===== src/b64d_pkg.sv =====
// ----------------------------------------------------------------------------
// b64d_pkg
// shared types, constants and the character decode for the crypt-alphabet
// base64 decoder
// ----------------------------------------------------------------------------
`default_nettype none

package b64d_pkg;

   // alphabet bounds and the pad character
   localparam logic [7:0] CHAR_DOT   = 8'h2e;  // '.'
   localparam logic [7:0] CHAR_NINE  = 8'h39;  // '9'
   localparam logic [7:0] CHAR_UP_A  = 8'h41;  // 'A'
   localparam logic [7:0] CHAR_UP_Z  = 8'h5a;  // 'Z'
   localparam logic [7:0] CHAR_LOW_A = 8'h61;  // 'a'
   localparam logic [7:0] CHAR_LOW_Z = 8'h7a;  // 'z'
   localparam logic [7:0] CHAR_PAD   = 8'h3d;  // '='

   // sextet values where the letter ranges start
   localparam logic [5:0] SEXTET_UP_BASE  = 6'd12;
   localparam logic [5:0] SEXTET_LOW_BASE = 6'd38;

   // leftover-bit masks for one and two decoded bytes
   localparam logic [5:0] LEFTOVER_MASK_ONE = 6'h0f;
   localparam logic [5:0] LEFTOVER_MASK_TWO = 6'h03;

   // group positions
   localparam logic [1:0] POS_FIRST  = 2'd0;
   localparam logic [1:0] POS_SECOND = 2'd1;
   localparam logic [1:0] POS_THIRD  = 2'd2;
   localparam logic [1:0] POS_FOURTH = 2'd3;

   // csr map
   localparam int          CSR_ADDR_WIDTH = 3;
   localparam int          CSR_DATA_WIDTH = 32;
   localparam logic        CSR_ALLOW_MISSING_PADDING   = 1'b0;
   localparam logic        CSR_IGNORE_NONZERO_PAD_BITS = 1'b1;

   // command queue between front and back
   localparam int QUEUE_DEPTH      = 4;
   localparam int QUEUE_PTR_WIDTH  = $clog2(QUEUE_DEPTH);
   localparam int QUEUE_CNT_WIDTH  = $clog2(QUEUE_DEPTH + 1);

   // one command: up to three words to send
   typedef struct packed {
      logic [7:0] data0;
      logic [7:0] data1;
      logic [7:0] data2;
      logic [1:0] last_index;
      logic       data_valid;
      logic       eos;
      logic       err;
   } b64d_cmd_type;

   typedef struct packed {
      logic [5:0] value;
      logic       ok;
   } b64d_sextet_type;

   function automatic b64d_sextet_type decode_sextet(input logic [7:0] ch);
      b64d_sextet_type res;
      res.ok    = 1'b1;
      res.value = '0;
      if (ch >= CHAR_DOT && ch <= CHAR_NINE) begin
         res.value = 6'(ch - CHAR_DOT);
      end else if (ch >= CHAR_UP_A && ch <= CHAR_UP_Z) begin
         res.value = 6'(ch - CHAR_UP_A) + SEXTET_UP_BASE;
      end else if (ch >= CHAR_LOW_A && ch <= CHAR_LOW_Z) begin
         res.value = 6'(ch - CHAR_LOW_A) + SEXTET_LOW_BASE;
      end else begin
         res.ok = 1'b0;
      end
      return res;
   endfunction

endpackage

`default_nettype wire


===== src/b64d_req_if.sv =====
// ----------------------------------------------------------------------------
// b64d_req_if
// character channel into the decoder
// ----------------------------------------------------------------------------
`default_nettype none

interface b64d_req_if;
   logic       valid;
   logic       ready;
   logic [7:0] in_char;
   logic       final_char;

   modport source (output valid, output in_char, output final_char, input ready);
   modport sink   (input valid, input in_char, input final_char, output ready);
endinterface

`default_nettype wire


===== src/b64d_rsp_if.sv =====
// ----------------------------------------------------------------------------
// b64d_rsp_if
// decoded word channel out of the decoder
// ----------------------------------------------------------------------------
`default_nettype none

interface b64d_rsp_if;
   logic       valid;
   logic       ready;
   logic [7:0] out_byte;
   logic       byte_valid;
   logic       end_of_stream;
   logic       decode_error;

   modport source (output valid, output out_byte, output byte_valid,
                   output end_of_stream, output decode_error, input ready);
   modport sink   (input valid, input out_byte, input byte_valid,
                   input end_of_stream, input decode_error, output ready);
endinterface

`default_nettype wire


===== src/b64d_front.sv =====
// ----------------------------------------------------------------------------
// b64d_front
// takes characters, tracks the group of four and builds output commands
// ----------------------------------------------------------------------------
`default_nettype none

module b64d_front
   import b64d_pkg::*;
(
   input  wire logic   clock,
   input  wire logic   reset,
   b64d_req_if.sink    req,
   input  wire logic   allow_missing_padding,
   input  wire logic   ignore_nonzero_pad_bits,
   input  wire logic   queue_full,
   output logic        push,
   output b64d_cmd_type push_cmd
);

   logic [1:0]      group_pos_ff, group_pos_in;
   logic [5:0]      held_ff [3];
   logic [5:0]      held_in [3];
   logic            third_pad_ff, third_pad_in;
   logic            err_seen_ff, err_seen_in;
   logic            accept;
   logic            is_pad;
   b64d_sextet_type dec;
   logic [5:0]      c0, c1, c2, c3;
   logic [1:0]      n;
   logic            err;

   assign req.ready = !queue_full;
   assign accept    = req.valid && req.ready;
   assign dec       = decode_sextet(req.in_char);
   assign is_pad    = (req.in_char == CHAR_PAD);

   always_comb begin
      group_pos_in = group_pos_ff;
      held_in      = held_ff;
      third_pad_in = third_pad_ff;
      err_seen_in  = err_seen_ff;
      push         = 1'b0;
      push_cmd     = '0;
      c0  = held_ff[0];
      c1  = held_ff[1];
      c2  = held_ff[2];
      c3  = dec.value;
      n   = 2'd0;
      err = err_seen_ff;

      if (!req.final_char) begin
         if (group_pos_ff != POS_FOURTH) begin
            if (group_pos_ff == POS_THIRD && is_pad) begin
               held_in[2]   = '0;
               third_pad_in = 1'b1;
            end else begin
               if (!dec.ok) err_seen_in = 1'b1;
               case (group_pos_ff)
                  POS_FIRST:  held_in[0] = dec.value;
                  POS_SECOND: held_in[1] = dec.value;
                  default:    held_in[2] = dec.value;
               endcase
            end
            group_pos_in = group_pos_ff + 2'd1;
         end else begin
            // full group: three words, error reported later at end of string
            if (!dec.ok || third_pad_ff) err_seen_in = 1'b1;
            push                = 1'b1;
            push_cmd.data0      = {c0, c1[5:4]};
            push_cmd.data1      = {c1[3:0], c2[5:2]};
            push_cmd.data2      = {c2[1:0], c3};
            push_cmd.last_index = 2'd2;
            push_cmd.data_valid = 1'b1;
            group_pos_in        = POS_FIRST;
            third_pad_in        = 1'b0;
         end
      end else begin
         c1 = (group_pos_ff == POS_SECOND) ? dec.value : held_ff[1];
         c2 = (group_pos_ff == POS_THIRD) ? dec.value : '0;
         c3 = '0;
         case (group_pos_ff)
            POS_FIRST: begin
               err = 1'b1;
            end
            POS_SECOND, POS_THIRD: begin
               if (!allow_missing_padding || !dec.ok) err = 1'b1;
               n = group_pos_ff;
            end
            default: begin
               c2 = held_ff[2];
               if (third_pad_ff) begin
                  c2 = '0;
                  if (is_pad) begin
                     n = 2'd1;
                  end else begin
                     err = 1'b1;
                     n   = 2'd2;
                  end
               end else if (is_pad) begin
                  n = 2'd2;
               end else begin
                  if (!dec.ok) err = 1'b1;
                  c3 = dec.value;
                  n  = 2'd3;
               end
            end
         endcase
         if (!ignore_nonzero_pad_bits) begin
            if (n == 2'd1 && (c1 & LEFTOVER_MASK_ONE) != '0) err = 1'b1;
            if (n == 2'd2 && (c2 & LEFTOVER_MASK_TWO) != '0) err = 1'b1;
         end
         push         = 1'b1;
         push_cmd.eos = 1'b1;
         push_cmd.err = err;
         if (n != 2'd0) begin
            push_cmd.data0      = {c0, c1[5:4]};
            push_cmd.data1      = {c1[3:0], c2[5:2]};
            push_cmd.data2      = {c2[1:0], c3};
            push_cmd.last_index = n - 2'd1;
            push_cmd.data_valid = 1'b1;
         end
         group_pos_in = POS_FIRST;
         third_pad_in = 1'b0;
         err_seen_in  = 1'b0;
      end

      if (!accept) begin
         group_pos_in = group_pos_ff;
         held_in      = held_ff;
         third_pad_in = third_pad_ff;
         err_seen_in  = err_seen_ff;
         push         = 1'b0;
      end
   end

   always_ff @(posedge clock) begin
      if (reset) begin
         group_pos_ff <= POS_FIRST;
         third_pad_ff <= 1'b0;
         err_seen_ff  <= 1'b0;
      end else begin
         group_pos_ff <= group_pos_in;
         third_pad_ff <= third_pad_in;
         err_seen_ff  <= err_seen_in;
      end
   end

   always_ff @(posedge clock) begin
      held_ff <= held_in;
   end

endmodule

`default_nettype wire


===== src/b64d_queue.sv =====
// ----------------------------------------------------------------------------
// b64d_queue
// short command queue between front and back
// ----------------------------------------------------------------------------
`default_nettype none

module b64d_queue
   import b64d_pkg::*;
(
   input  wire logic          clock,
   input  wire logic          reset,
   input  wire logic          push,
   input  wire b64d_cmd_type  push_cmd,
   input  wire logic          pop,
   output logic               full,
   output logic               empty,
   output b64d_cmd_type       head
);

   b64d_cmd_type               slot_ff [QUEUE_DEPTH];
   logic [QUEUE_PTR_WIDTH-1:0] wr_ptr_ff, wr_ptr_in;
   logic [QUEUE_PTR_WIDTH-1:0] rd_ptr_ff, rd_ptr_in;
   logic [QUEUE_CNT_WIDTH-1:0] count_ff, count_in;

   assign full  = (count_ff == QUEUE_CNT_WIDTH'(QUEUE_DEPTH));
   assign empty = (count_ff == '0);
   assign head  = slot_ff[rd_ptr_ff];

   always_comb begin
      wr_ptr_in = push ? wr_ptr_ff + QUEUE_PTR_WIDTH'(1) : wr_ptr_ff;
      rd_ptr_in = pop ? rd_ptr_ff + QUEUE_PTR_WIDTH'(1) : rd_ptr_ff;
      count_in  = count_ff;
      if (push && !pop) count_in = count_ff + QUEUE_CNT_WIDTH'(1);
      if (!push && pop) count_in = count_ff - QUEUE_CNT_WIDTH'(1);
   end

   always_ff @(posedge clock) begin
      if (reset) begin
         wr_ptr_ff <= '0;
         rd_ptr_ff <= '0;
         count_ff  <= '0;
      end else begin
         wr_ptr_ff <= wr_ptr_in;
         rd_ptr_ff <= rd_ptr_in;
         count_ff  <= count_in;
      end
   end

   always_ff @(posedge clock) begin
      if (push) slot_ff[wr_ptr_ff] <= push_cmd;
   end

endmodule

`default_nettype wire


===== src/b64d_back.sv =====
// ----------------------------------------------------------------------------
// b64d_back
// plays each command out as one to three words on the result channel
// ----------------------------------------------------------------------------
`default_nettype none

module b64d_back
   import b64d_pkg::*;
(
   input  wire logic          clock,
   input  wire logic          reset,
   input  wire logic          queue_empty,
   input  wire b64d_cmd_type  head,
   output logic               pop,
   b64d_rsp_if.source         rsp
);

   b64d_cmd_type cur_ff, cur_in;
   logic [1:0]   idx_ff, idx_in;
   logic         busy_ff, busy_in;
   logic         last;
   logic         sent;

   assign last = (idx_ff == cur_ff.last_index);
   assign sent = busy_ff && rsp.ready;
   assign pop  = !queue_empty && (!busy_ff || (sent && last));

   always_comb begin
      cur_in  = cur_ff;
      idx_in  = idx_ff;
      busy_in = busy_ff;
      if (pop) begin
         cur_in  = head;
         idx_in  = '0;
         busy_in = 1'b1;
      end else if (sent) begin
         if (last) begin
            busy_in = 1'b0;
         end else begin
            idx_in = idx_ff + 2'd1;
         end
      end
   end

   always_comb begin
      case (idx_ff)
         2'd0:    rsp.out_byte = cur_ff.data0;
         2'd1:    rsp.out_byte = cur_ff.data1;
         default: rsp.out_byte = cur_ff.data2;
      endcase
   end

   assign rsp.valid         = busy_ff;
   assign rsp.byte_valid    = cur_ff.data_valid;
   assign rsp.end_of_stream = cur_ff.eos && last;
   assign rsp.decode_error  = cur_ff.err && last;

   always_ff @(posedge clock) begin
      if (reset) begin
         busy_ff <= 1'b0;
         idx_ff  <= '0;
      end else begin
         busy_ff <= busy_in;
         idx_ff  <= idx_in;
      end
   end

   always_ff @(posedge clock) begin
      cur_ff <= cur_in;
   end

endmodule

`default_nettype wire


===== src/base64_crypt_alphabet_decoder.sv =====
// ----------------------------------------------------------------------------
// base64_crypt_alphabet_decoder
// streaming base64 decoder for the crypt alphabet ./0-9A-Za-z, one character in
// per cycle while the queue has room, decoded bytes out while rsp is ready, one word per cycle
// ----------------------------------------------------------------------------
//
//   channel   direction   word carries                      handshake
//   -------   ---------   -------------------------------   -------------
//   req_chan  in          in_char, final_char               valid / ready
//   rsp_chan  out         out_byte, byte_valid,             valid / ready
//                         end_of_stream, decode_error
//   csr       in/out      two 1-bit control registers       apb, pready=1
//
// - one character is taken every cycle while the command queue has room
// - an item giving results leaves the front in the cycle it is taken; the back
//   sends one word per cycle while rsp is ready, so a full group is three rsp words
// - the four-entry command queue decouples the two sides, and the back's
//   command register holds the word on a rsp stall
// - synchronous active-high reset; no clearing pass, ready the cycle after
//
`default_nettype none

module base64_crypt_alphabet_decoder
   import b64d_pkg::*;
(
   input  wire logic                      clock,
   input  wire logic                      reset,
   b64d_req_if.sink                       req_chan,
   b64d_rsp_if.source                     rsp_chan,
   input  wire logic                      psel,
   input  wire logic                      penable,
   input  wire logic                      pwrite,
   input  wire logic [CSR_ADDR_WIDTH-1:0] paddr,
   input  wire logic [CSR_DATA_WIDTH-1:0] pwdata,
   output logic      [CSR_DATA_WIDTH-1:0] prdata,
   output logic                           pready
);

   // control registers
   logic allow_pad_ff, allow_pad_in;
   logic ignore_bits_ff, ignore_bits_in;
   logic csr_write;
   logic csr_index;

   // front to queue to back
   logic         push;
   b64d_cmd_type push_cmd;
   logic         queue_full;
   logic         queue_empty;
   logic         pop;
   b64d_cmd_type head;

   // csr port: register i at byte address 4*i
   assign pready    = 1'b1;
   assign csr_index = paddr[2];
   assign csr_write = psel && penable && pwrite && pready;

   always_comb begin
      allow_pad_in   = allow_pad_ff;
      ignore_bits_in = ignore_bits_ff;
      if (csr_write) begin
         case (csr_index)
            CSR_ALLOW_MISSING_PADDING:   allow_pad_in   = pwdata[0];
            CSR_IGNORE_NONZERO_PAD_BITS: ignore_bits_in = pwdata[0];
            default:                     allow_pad_in   = allow_pad_ff;
         endcase
      end
   end

   always_comb begin
      case (csr_index)
         CSR_ALLOW_MISSING_PADDING:   prdata = {{(CSR_DATA_WIDTH-1){1'b0}}, allow_pad_ff};
         CSR_IGNORE_NONZERO_PAD_BITS: prdata = {{(CSR_DATA_WIDTH-1){1'b0}}, ignore_bits_ff};
         default:                     prdata = '0;
      endcase
   end

   always_ff @(posedge clock) begin
      if (reset) begin
         allow_pad_ff   <= 1'b0;
         ignore_bits_ff <= 1'b0;
      end else begin
         allow_pad_ff   <= allow_pad_in;
         ignore_bits_ff <= ignore_bits_in;
      end
   end

   // front: alphabet decode, group tracking, command build
   b64d_front u_front (
      .clock                   (clock),
      .reset                   (reset),
      .req                     (req_chan),
      .allow_missing_padding   (allow_pad_ff),
      .ignore_nonzero_pad_bits (ignore_bits_ff),
      .queue_full              (queue_full),
      .push                    (push),
      .push_cmd                (push_cmd)
   );

   // short queue so each side stalls on its own
   b64d_queue u_queue (
      .clock    (clock),
      .reset    (reset),
      .push     (push),
      .push_cmd (push_cmd),
      .pop      (pop),
      .full     (queue_full),
      .empty    (queue_empty),
      .head     (head)
   );

   // back: one word per cycle from the current command, while rsp is ready
   b64d_back u_back (
      .clock       (clock),
      .reset       (reset),
      .queue_empty (queue_empty),
      .head        (head),
      .pop         (pop),
      .rsp         (rsp_chan)
   );

   // no push into a full queue
   assert property (@(posedge clock) disable iff (reset) push |-> !queue_full)
      else $error("command pushed into full queue");

   // a pop hands the back a command it shows in the next cycle
   assert property (@(posedge clock) disable iff (reset) pop |=> rsp_chan.valid)
      else $error("popped command not shown");

   // a sent data word that does not end the string is followed at once while the queue holds work
   assert property (@(posedge clock) disable iff (reset)
      (rsp_chan.valid && rsp_chan.ready && !rsp_chan.end_of_stream
       && !rsp_chan.decode_error && rsp_chan.byte_valid && !queue_empty)
      |=> rsp_chan.valid)
      else $error("gap in output with work pending");

   // nothing is shown right after reset
   assert property (@(posedge clock) $past(reset) |-> !rsp_chan.valid)
      else $error("result valid after reset");

endmodule

`default_nettype wire


===== src/flat_wrapper.sv =====
// flat-port wrapper written by rule: the top's interface ports become plain ports
module base64_crypt_alphabet_decoder_flat import b64d_pkg::*;
  (clock, reset, psel, penable, pwrite, paddr, pwdata, prdata, pready, req_chan_valid, req_chan_in_char, req_chan_final_char, req_chan_ready, rsp_chan_valid, rsp_chan_out_byte, rsp_chan_byte_valid, rsp_chan_end_of_stream, rsp_chan_decode_error, rsp_chan_ready);
  b64d_req_if req_chan_i ();
  b64d_rsp_if rsp_chan_i ();
  input  wire logic clock;
  input  wire logic reset;
  input  wire logic psel;
  input  wire logic penable;
  input  wire logic pwrite;
  input  wire logic [CSR_ADDR_WIDTH-1:0] paddr;
  input  wire logic [CSR_DATA_WIDTH-1:0] pwdata;
  output logic      [CSR_DATA_WIDTH-1:0] prdata;
  output logic pready;
  input wire logic [$bits(req_chan_i.valid)-1:0] req_chan_valid;
  input wire logic [$bits(req_chan_i.in_char)-1:0] req_chan_in_char;
  input wire logic [$bits(req_chan_i.final_char)-1:0] req_chan_final_char;
  output wire logic [$bits(req_chan_i.ready)-1:0] req_chan_ready;
  output wire logic [$bits(rsp_chan_i.valid)-1:0] rsp_chan_valid;
  output wire logic [$bits(rsp_chan_i.out_byte)-1:0] rsp_chan_out_byte;
  output wire logic [$bits(rsp_chan_i.byte_valid)-1:0] rsp_chan_byte_valid;
  output wire logic [$bits(rsp_chan_i.end_of_stream)-1:0] rsp_chan_end_of_stream;
  output wire logic [$bits(rsp_chan_i.decode_error)-1:0] rsp_chan_decode_error;
  input wire logic [$bits(rsp_chan_i.ready)-1:0] rsp_chan_ready;
  assign req_chan_i.valid = req_chan_valid;
  assign req_chan_i.in_char = req_chan_in_char;
  assign req_chan_i.final_char = req_chan_final_char;
  assign req_chan_ready = req_chan_i.ready;
  assign rsp_chan_valid = rsp_chan_i.valid;
  assign rsp_chan_out_byte = rsp_chan_i.out_byte;
  assign rsp_chan_byte_valid = rsp_chan_i.byte_valid;
  assign rsp_chan_end_of_stream = rsp_chan_i.end_of_stream;
  assign rsp_chan_decode_error = rsp_chan_i.decode_error;
  assign rsp_chan_i.ready = rsp_chan_ready;
  base64_crypt_alphabet_decoder u_core (.clock(clock), .reset(reset), .req_chan(req_chan_i), .rsp_chan(rsp_chan_i), .psel(psel), .penable(penable), .pwrite(pwrite), .paddr(paddr), .pwdata(pwdata), .prdata(prdata), .pready(pready));
endmodule

===== config.mk =====
export PLATFORM = sky130hd
export DESIGN_NAME = base64_crypt_alphabet_decoder_flat
export DESIGN_NICKNAME = d
export VERILOG_FILES = /design/src/b64d_pkg.sv /design/src/b64d_req_if.sv /design/src/b64d_rsp_if.sv /design/src/b64d_front.sv /design/src/b64d_queue.sv /design/src/b64d_back.sv /design/src/base64_crypt_alphabet_decoder.sv /design/src/flat_wrapper.sv
export SDC_FILE = /design/constraint.sdc
export NUM_CORES = 1
export LEC_CHECK = 0
export ABC_AREA = 1
export BUFFER_PORTS_ARGS = -buffer_cell sky130_fd_sc_hd__buf_2
export CORE_MARGIN = 2
export CORE_UTILIZATION = 53
export CTS_CLUSTER_DIAMETER = 120
export CTS_CLUSTER_SIZE = 14
export DETAILED_ROUTE_END_ITERATION = 16
export PLACE_DENSITY = 0.85
export SYNTH_ARGS = -nofsm -noshare
export SYNTH_HDL_FRONTEND = slang
export SYNTH_SLANG_ARGS = --single-unit

===== constraint.sdc =====
create_clock -name clock -period 3.2 [get_ports clock]
set_input_delay 0.16 -clock clock [delete_from_list [all_inputs] [get_ports clock]]
set_output_delay 0.16 -clock clock [all_outputs]
set_load 0.005 [all_outputs]

# After elaboration in Yosys (flattened, before gate mapping)
# Memory sizes are Yosys's and may differ from the RTL's. A register that Yosys moved wholly into a read port is not among the register bits.
# Cells that the tools add are included.
# Widths: inputs -> output; s select.
[classes]
add_sub_neg = 12
order_cmp = 6
eq_ne = 12
muxes = 54
bitwise = 4
reduce_logical = 49
[op_table]
columns = ["operator", "n"]
rows = [
  ["$mux 27", 3],
  ["$mux 6", 12],
  ["$pmux 32 s2", 1],
  ["$mux 1", 27],
  ["$ge 8x7->1 const B", 2],
  ["$le 8x7->1 const B", 2],
  ["$logic_and 1x1->1", 16],
  ["$pmux 8 s2", 1],
  ["$mux 2", 6],
  ["$reduce_bool 6->1", 2],
  ["$sub 6x6->6 const B", 2],
  ["$reduce_and 2->1", 5],
  ["$add 2x1->2 const B", 4],
  ["$eq 8x6->1 const B", 1],
  ["$ge 8x6->1 const B", 1],
  ["$le 8x6->1 const B", 1],
  ["$reduce_and 4->1", 2],
  ["$reduce_bool 2->1", 4],
  ["$logic_not 1->1", 7],
  ["$add 6x4->6 const B", 1],
  ["$add 6x6->6 const B", 1],
  ["$eq 2x1->1 const B", 3],
  ["$mux 3", 2],
  ["$reduce_or 2->1", 3],
  ["21 further kinds", 28],
]
[totals]
reg_bits = 34
ramBits = 116
inputBits = 51
out_inout_bits = 46
wordCells = 151
n_memories = 1
[memory_table]
columns = ["name", "words", "width", "read_ports", "rd_ports_with_merged_regs", "write_ports", "line", "source"]
rows = [
  ["u_core.u_queue.slot_ff", 4, 29, 1, 1, 1, "b64d_queue.sv:20", "b64d_cmd_type slot_ff [QUEUE_DEPTH];"],
]

# Logic depth before layout (Yosys ltp)
# Gate-level depths: netlist (run 1).
[depth]
depth_word = 13
depth_mapped = 17
ltp_nobuf = 17

# Cells and area by module
# A second synthesis (run 1) with hierarchy kept.
[unflattened]
hier_cells = 773
hier_area_um2 = 8743.4
[modules_own_cells]
columns = ["mod", "n_inst", "cells_per_inst", "area_per_inst_um2"]
rows = [
  ["b64d_queue", 1, 339, 5054.8],
  ["b64d_front", 1, 284, 2063.2],
  ["b64d_back", 1, 97, 1258.7],
  ["base64_crypt_alphabet_decoder", 1, 53, 366.6],
]

# Worst setup path before layout (run 1)
# OpenSTA, ideal clock, no wires.
[synth_path]
path_kind = "reg2reg"
from = "register, netlist name u_core.u_back.cur_ff[3]"
to = "register u_core.u_queue.count_ff[2]"
setup_ns = 0.122
arrival_time_ns = 3.359
t_required_ns = 3.078
path_slack_ns = -0.281
path_stages_with_launch = 13
n_path_buf = 0
synth_period_minus_slack_ns = 3.481
path_cell_list = "edfxtp_1 xnor2_1 nand2_1 o21ai_1 inv_1 nor2_1 ha_1 inv_1 fa_1 a21oi_1 o21ai_0 o21ai_0 a21oi_1"
[synth_via]
elab_chain_len = 7
[synth_rtl]
columns = ["element", "line", "source"]
rows = [
  ["$eq 2x2->1 (*)", "b64d_back.sv:24", "assign last = (idx_ff == cur_ff.last_index);"],
  ["$logic_and 1x1->1 (*)", "b64d_back.sv:26", "assign pop = !queue_empty && (!busy_ff || (sent && last));"],
  ["$logic_or 1x1->1 (*)", "b64d_back.sv:26", ""],
  ["$logic_and 1x1->1 (*)", "b64d_back.sv:26", ""],
  ["net u_core.pop", "base64_crypt_alphabet_decoder.sv:50", "logic pop;"],
  ["$logic_not 1->1", "b64d_queue.sv:33", "if (push && !pop) count_in = count_ff + QUEUE_CNT_WIDTH'(1);"],
  ["$logic_and 1x1->1", "b64d_queue.sv:33", ""],
  ["$reduce_bool 2->1 (no source line)", "-", ""],
  ["to (signal assigned)", "b64d_queue.sv:45", "count_ff <= count_in;"],
  ["to (decl)", "b64d_queue.sv:23", "logic [QUEUE_CNT_WIDTH-1:0] count_ff, count_in;"],
]
# The timed path passes the listed nets; every way through them passes the cells marked *.
# A chain may end at the register's enable or synchronous reset.

==> results.json, run 1 <==
{
  "sw_frac_of_total_pct": 30.3,
  "antenna_found_initial": 0,
  "r2r_start": "u_core.u_front.group_pos_ff[1]",
  "wl_met3_um": 1280,
  "synth.area.mux_share_pct": 0,
  "place_hpwl_um": 10300,
  "synth_top_cell_area_share_pct": 59.4,
  "ys_seq_elements": 179,
  "instances_no_fill": 979,
  "crit_fanout": 13,
  "placementRows": 45,
  "synth_compound_area_share_pct": 11.8,
  "post-place-cells": 947,
  "multi_input_area_sq_mm": 0.00250,
  "yosysTopAreaCell": "edfxtp_1",
  "finalPower_mw": 6.66,
  "grt_max_degree": 60,
  "cp_data_required_time_ps": 3430,
  "yosysSeqAreaShare_pct": 63.3,
  "seqPwrFrac_pct": 47.4,
  "hold_slack_ps": 8.48,
  "worstSetupStartpointType": "flop",
  "portBuffers": 31,
  "maxSlewViolCount": 0,
  "final_nets": 852,
  "die_h_um": 129,
  "grt_usage_pct": 20.9,
  "drive_above_1_share_pct": 15.7,
  "ant_nets": 0,
  "setup_ws_ps": 701,
  "fin_setup_tns_ps": 0,
  "fin_crit_ps": 2500,
  "grt_pass1_wl_um": 26100,
  "cts_tree": "done",
  "cts_buffers": 17,
  "finalCritPeriodShare_pct": 78.1,
  "drv_cap": 0,
  "cts_resized": 0,
  "worst_slew_pin_slew_ps": 1020,
  "routed_wl_um": 16600,
  "m1WireLength_um": 6630,
  "status": "finished clean",
  "ff_latch_area_sq_mm": 0.00522,
  "synth_xor_area_share_pct": 0.638,
  "synth_top_family_by_area": "simple AND/OR/NAND/NOR gates",
  "arrival_ps": 2730,
  "initial_core_util_pct": 54.2,
  "dp_slack_ps": 753,
  "clock_power_share_pct": 29.8,
  "critPathCaptureType": "flop",
  "die_area_sq_mm": 0.0166,
  "synthCells": 745,
  "clock_path_buffers": 2,
  "p_switching_mw": 2.01,
  "synth.area.top_cells": "edfxtp_1 59%, o21ai_0 4.7%, nor2_1 4.2%, dfxtp_1 3.9%, nand2_1 3.6%",
  "gp_congestion": 0.924,
  "relSlewSlack_pct": 31.9,
  "cts-root-buf": "clkbuf_16",
  "drt_pass1_iterations": 5,
  "n_antenna_cell": 0,
  "yosys.area_share.simple_pct": 12.9,
  "rsz0062_at_grt": "false",
  "via_per_inst": 5.60,
  "avgRoutedWirePerCell_um": 16.9,
  "htree_levels": 4,
  "synth-adder-area-share_pct": 3.43,
  "power.density_mw_per_mm2": 736,
  "max_freq_mhz": 400,
  "skew_ps": 7.05,
  "cts_setup_buffers": 0,
  "synth_warnings": 0,
  "intPower_mw": 4.64,
  "crit_start": "u_core.u_front.group_pos_ff[1]",
  "routed-via-count": 5486,
  "ir_drop_uv": 395,
  "syn-cell-area_sq_mm": 0.00824,
  "finalHoldViolCount": 0,
  "syn2layout_area_growth_pct": 9.86,
  "wl_met2_um": 8230,
  "fillCellCount": 1161,
  "yosys.cell_types.count": 41,
  "power_frac_comb_pct": 22.9,
  "setup_viol_count_final": 0,
  "clkTransAtPathRegs_ps": 60,
  "grt_overflow_total": 0,
  "critPathKind": "reg -> reg",
  "min_from": "pwdata[0]",
  "drt-initial-drc-count": 596,
  "core_area_sq_mm": 0.0152,
  "die_x_um": 129,
  "drc": 0,
  "io_pins": 97,
  "clock_latency_ps": 430,
  "top_layer": "met4",
  "p_leak_nw": 3.51,
  "hp-class": "in -> reg",
  "cts.sinks": 179,
  "avgSynthCellArea_sq_um": 11.1,
  "grt_pass1_vias": 5229
}
==> registers in the layout (all words and copies together), names as in the netlist, 2 cells and up <==
register                     cells
u_core.u_queue.rd_ptr_ff         2
u_core.u_queue.slot_ff         116
u_core.u_queue.wr_ptr_ff         2
u_core.u_front.group_pos_ff      2
u_core.u_back.idx_ff             2
u_core.u_back.cur_ff            28
u_core.u_front.c0                6
u_core.u_queue.count_ff          3
u_core.u_front.held_ff          12
==> timing repair <==
| action | 4_1_cts | 5_1_grt |
|---|---|---|
| endpoints found under the setup margin | 0 | 0 |
| hold endpoints to repair | 2 | 0 |
| hold buffers | 1 | 0 |
==> Yosys cell counts, drive strengths merged <==
| library cell | number |
|---|---|
| o21ai | 84 |
| a21oi | 28 |
| nand2 | 92 |
| clkbuf | 21 |
| nand3 | 29 |
| conb | 2 |
| o22ai | 34 |
| ha | 21 |
| edfxtp | 163 |
| buf | 35 |
| o21a | 2 |
| nor2 | 98 |
| or2 | 1 |
| a31oi | 2 |
| nor3 | 4 |
| a211oi | 2 |
| dfxtp | 16 |
| a22o | 3 |
| fa | 1 |
| inv | 77 |
| a22oi | 12 |
| clkinv | 2 |
| xor2 | 4 |
| o211ai | 2 |
| nand4 | 8 |
| xnor2 | 2 |
==> metal layers <==
metal | up-vias | global-route usage (%)
li1 | 2603 | -
met1 | 2604 | 26.2
met2 | 244 | 34.8
met3 | 35 | 4.16
met4 | 0 | 10.4
met5 | - | 0
==> area by class of cell <==
class / instances / area share [%]
clock buffers: 18 / 4.74
clock inverters: 13 / 1.49
inverters: 79 / 3.29
multi-input cells: 461 / 27.7
flip-flops and latches: 179 / 57.6
well taps: 188 / 2.60
repair buffers: 41 / 2.57
==> cells in the final DEF (no fill, tap or decap), drive strengths merged, types with 12 or more instances in the layout <==
cell type,count
edfxtp,163
nor2,98
nand2,92
o21ai,84
inv,79
buf,40
o22ai,34
conb,32
nand3,29
a21oi,28
ha,21
clkbuf,18
dfxtp,16
a22oi,12
==> critical path, cell delays in order, from the launching register on <==
cell,delay [ps]
dfxtp_1,380
ha_1,450
clkinv_1,340
nor2_2,150
buf_4,180
inv_1,170
nand2_1,200
inv_1,160
nor2_1,260
==> power groups by stage <==
stage	sequential (mW)	combinational [mW]	clock (mW)
4_1_cts	3.15	1.52	1.99
6_report	3.15	1.52	1.98
3_3_place_gp	3.18	1.43	0
5_1_grt	3.18	1.70	2.08
2_1_floorplan	3.16	1.05	0
3_5_place_dp	3.20	1.50	0
==> through the flow <==
step	cell area (sq um)	utilization, %
after floorplan	8350	-
after global placement	8470	55.7
after detailed placement	8470	55.7
after CTS	9050	59.5
after global routing	9050	59.5
final	9050	59.5
==> logic make-up (layout without fill, tap and decap cells) <==
kind of cell | after synthesis | count (layout)
simple gates | 232 | 232
flops | 179 | 179
compound gates | 169 | 169
buf+inv | 135 | 151
fa+ha+maj | 22 | 22
xor+xnor | 6 | 6
other cells | 2 | 32
==> final timing paths <==
path,endpoint,slack [ps],depth (start not counted)
worst max-delay path,u_core.u_queue.slot_ff[2][25],700,8
worst min register to register,u_core.allow_pad_ff,480,2
worst max register to register,u_core.u_queue.slot_ff[2][25],700,8
worst min-delay path,u_core.allow_pad_ff,8,3
Power figures use the tool's default switching activity.
==> inputs of run 2 (changes only) <==
Settings changed: CORE_UTILIZATION 53 to 58, PLACE_DENSITY 0.85 to 0.88.
Clock period 3.2 ns to 2.41 ns, I/O delays scaled along.
==> results.json, run 2 (synthesis results as in run 1) <==
{
  "die_x_um": 123,
  "cts-root-buf": "clkbuf_16",
  "grt_max_degree": 60,
  "intPower_mw": 6.40,
  "status": "finished clean",
  "relSlewSlack_pct": 58.9,
  "crit_fanout": 12,
  "clock_power_share_pct": 30.3,
  "r2r_cells": 8,
  "routed_wl_um": 18500,
  "final_area_sq_mm": 0.00928,
  "die_h_um": 123,
  "cts_buffers": 17,
  "placementRows": 43,
  "grt_overflow_total": 0,
  "die_area_sq_mm": 0.0152,
  "worstSetupStartpointType": "flop",
  "largest_reg_flops": 116,
  "dpl_cell_area_sq_mm": 0.00861,
  "arrival_ps": 2550,
  "maxSlewViolCount": 0,
  "n_antenna_cell": 0,
  "setup_viol_count_final": 0,
  "avgRoutedWirePerCell_um": 18.7,
  "drt_pass1_iterations": 6,
  "power.density_mw_per_mm2": 996,
  "hold_slack_ps": 67.0,
  "portBuffers": 31,
  "final_cell_mix": "163 x edfxtp_1, 87 x nor2_1, 80 x nand2_1",
  "finalPower_mw": 9.25,
  "skew_ps": 10.8,
  "post-place-cells": 950,
  "drive_above_1_share_pct": 17.8,
  "hp-class": "in -> reg",
  "clock_path_buffers": 2,
  "critPathKind": "reg -> reg",
  "via_per_inst": 5.84,
  "io_pins": 97,
  "routed-via-count": 5760,
  "drt-initial-drc-count": 864,
  "ant_nets": 0,
  "worst_slew_pin_slew_ps": 616,
  "place_hpwl_um": 11500,
  "initial_core_util_pct": 59.3,
  "p_leak_nw": 3.63,
  "grt_pass1_vias": 5506,
  "syn2layout_area_growth_pct": 12.7,
  "clkTransAtPathRegs_ps": 70,
  "instances_no_fill": 987,
  "clock_latency_ps": 420,
  "cp_data_required_time_ps": 2620,
  "ir_drop_uv": 575,
  "final_util_pct": 66.9,
  "grt_pass1_wl_um": 28400,
  "final_common_cell": "edfxtp_1",
  "gp_congestion": 0.903,
  "power_frac_comb_pct": 24.2,
  "finalHoldViolCount": 0,
  "critPathCaptureType": "flop",
  "max_freq_mhz": 428,
  "p_switching_mw": 2.85,
  "finalCritPeriodShare_pct": 96.8,
  "fillCellCount": 955,
  "sw_frac_of_total_pct": 30.8,
  "cts_tree": "done",
  "top_register": "u_core.u_queue.slot_ff",
  "grt_usage_pct": 25.3,
  "htree_levels": 4,
  "antenna_found_initial": 0,
  "cts.sinks": 179,
  "seqPwrFrac_pct": 45.5,
  "drv_cap": 0,
  "drc": 0,
  "top_regs": "u_core.u_queue.slot_ff x116, u_core.u_back.cur_ff x28, u_core.u_front.held_ff x12",
  "final_nets": 867,
  "fin_crit_ps": 2330,
  "core_area_sq_mm": 0.0139,
  "holdPathStages": 1
}
==> run 2: timing repair <==
item                                    4_1_cts  5_1_grt
endpoints found under the hold margin         6        0
gates resized for setup                       1        7
pin swaps                                     0        2
endpoints found under the setup margin        1       29
setup buffers                                 0        2
hold buffers                                  3        0
==> run 2: area by class of cell <==
cell class,count,area [sq um],area share [%]
multi-input combinational,461,2520,27.2
inverter,79,302,3.25
clock inverter,14,176,1.90
clock buffer,18,429,4.62
tap,180,225,2.43
timing repair buffer,56,413,4.45
sequential,179,5220,56.2
==> run 2: critical path: stages, from the launching register on <==
cell and delay [ps]:
dfxtp_1 390, ha_1 200, buf_4 200, clkinvlp_4 210, nor2_4 190, inv_1 190
nand2_1 240, inv_1 180, nor2_1 300
==> run 2: path summary, 6_finish.rpt <==
check | start | to | slack [ps]
min | req_chan_final_char | u_core.u_queue.slot_ff[0][1] | 70
max | u_core.u_front.group_pos_ff[0] | u_core.u_queue.slot_ff[0][25] | 80
max reg2reg | u_core.u_front.group_pos_ff[0] | u_core.u_queue.slot_ff[0][25] | 80
min reg2reg | u_core.allow_pad_ff | u_core.allow_pad_ff | 490
==> run 2: per-layer routing <==
layer  vias to the layer above  routed length, um  GRT usage (%)
met2                       344               9430           43.5
met4                         0                462           11.4
met3                        53               1690           5.12
met1                      2730               6910           30.7
met5                         -                  0              0
li1                       2633                  -              -
==> run 2: metrics by stage <==
| step | TNS, ps | worst slack (ps) |
|---|---|---|
| after global placement | 0 | 171 |
| after floorplan | -23210 | -199 |
| after detailed placement | 0 | 32.8 |
| after global routing | -10.6 | -10.6 |
| after CTS | 0 | 38.6 |
| final | 0 | 76.0 |
==> run 2: power by group through the flow <==
stage	combinational, mW	sequential (mW)	clock, mW
after floorplan	1.41	4.19	0
after global placement	1.99	4.22	0
after detailed placement	2.13	4.27	0
after CTS	2.17	4.21	2.81
after global routing	2.49	4.25	2.93
final	2.23	4.21	2.80
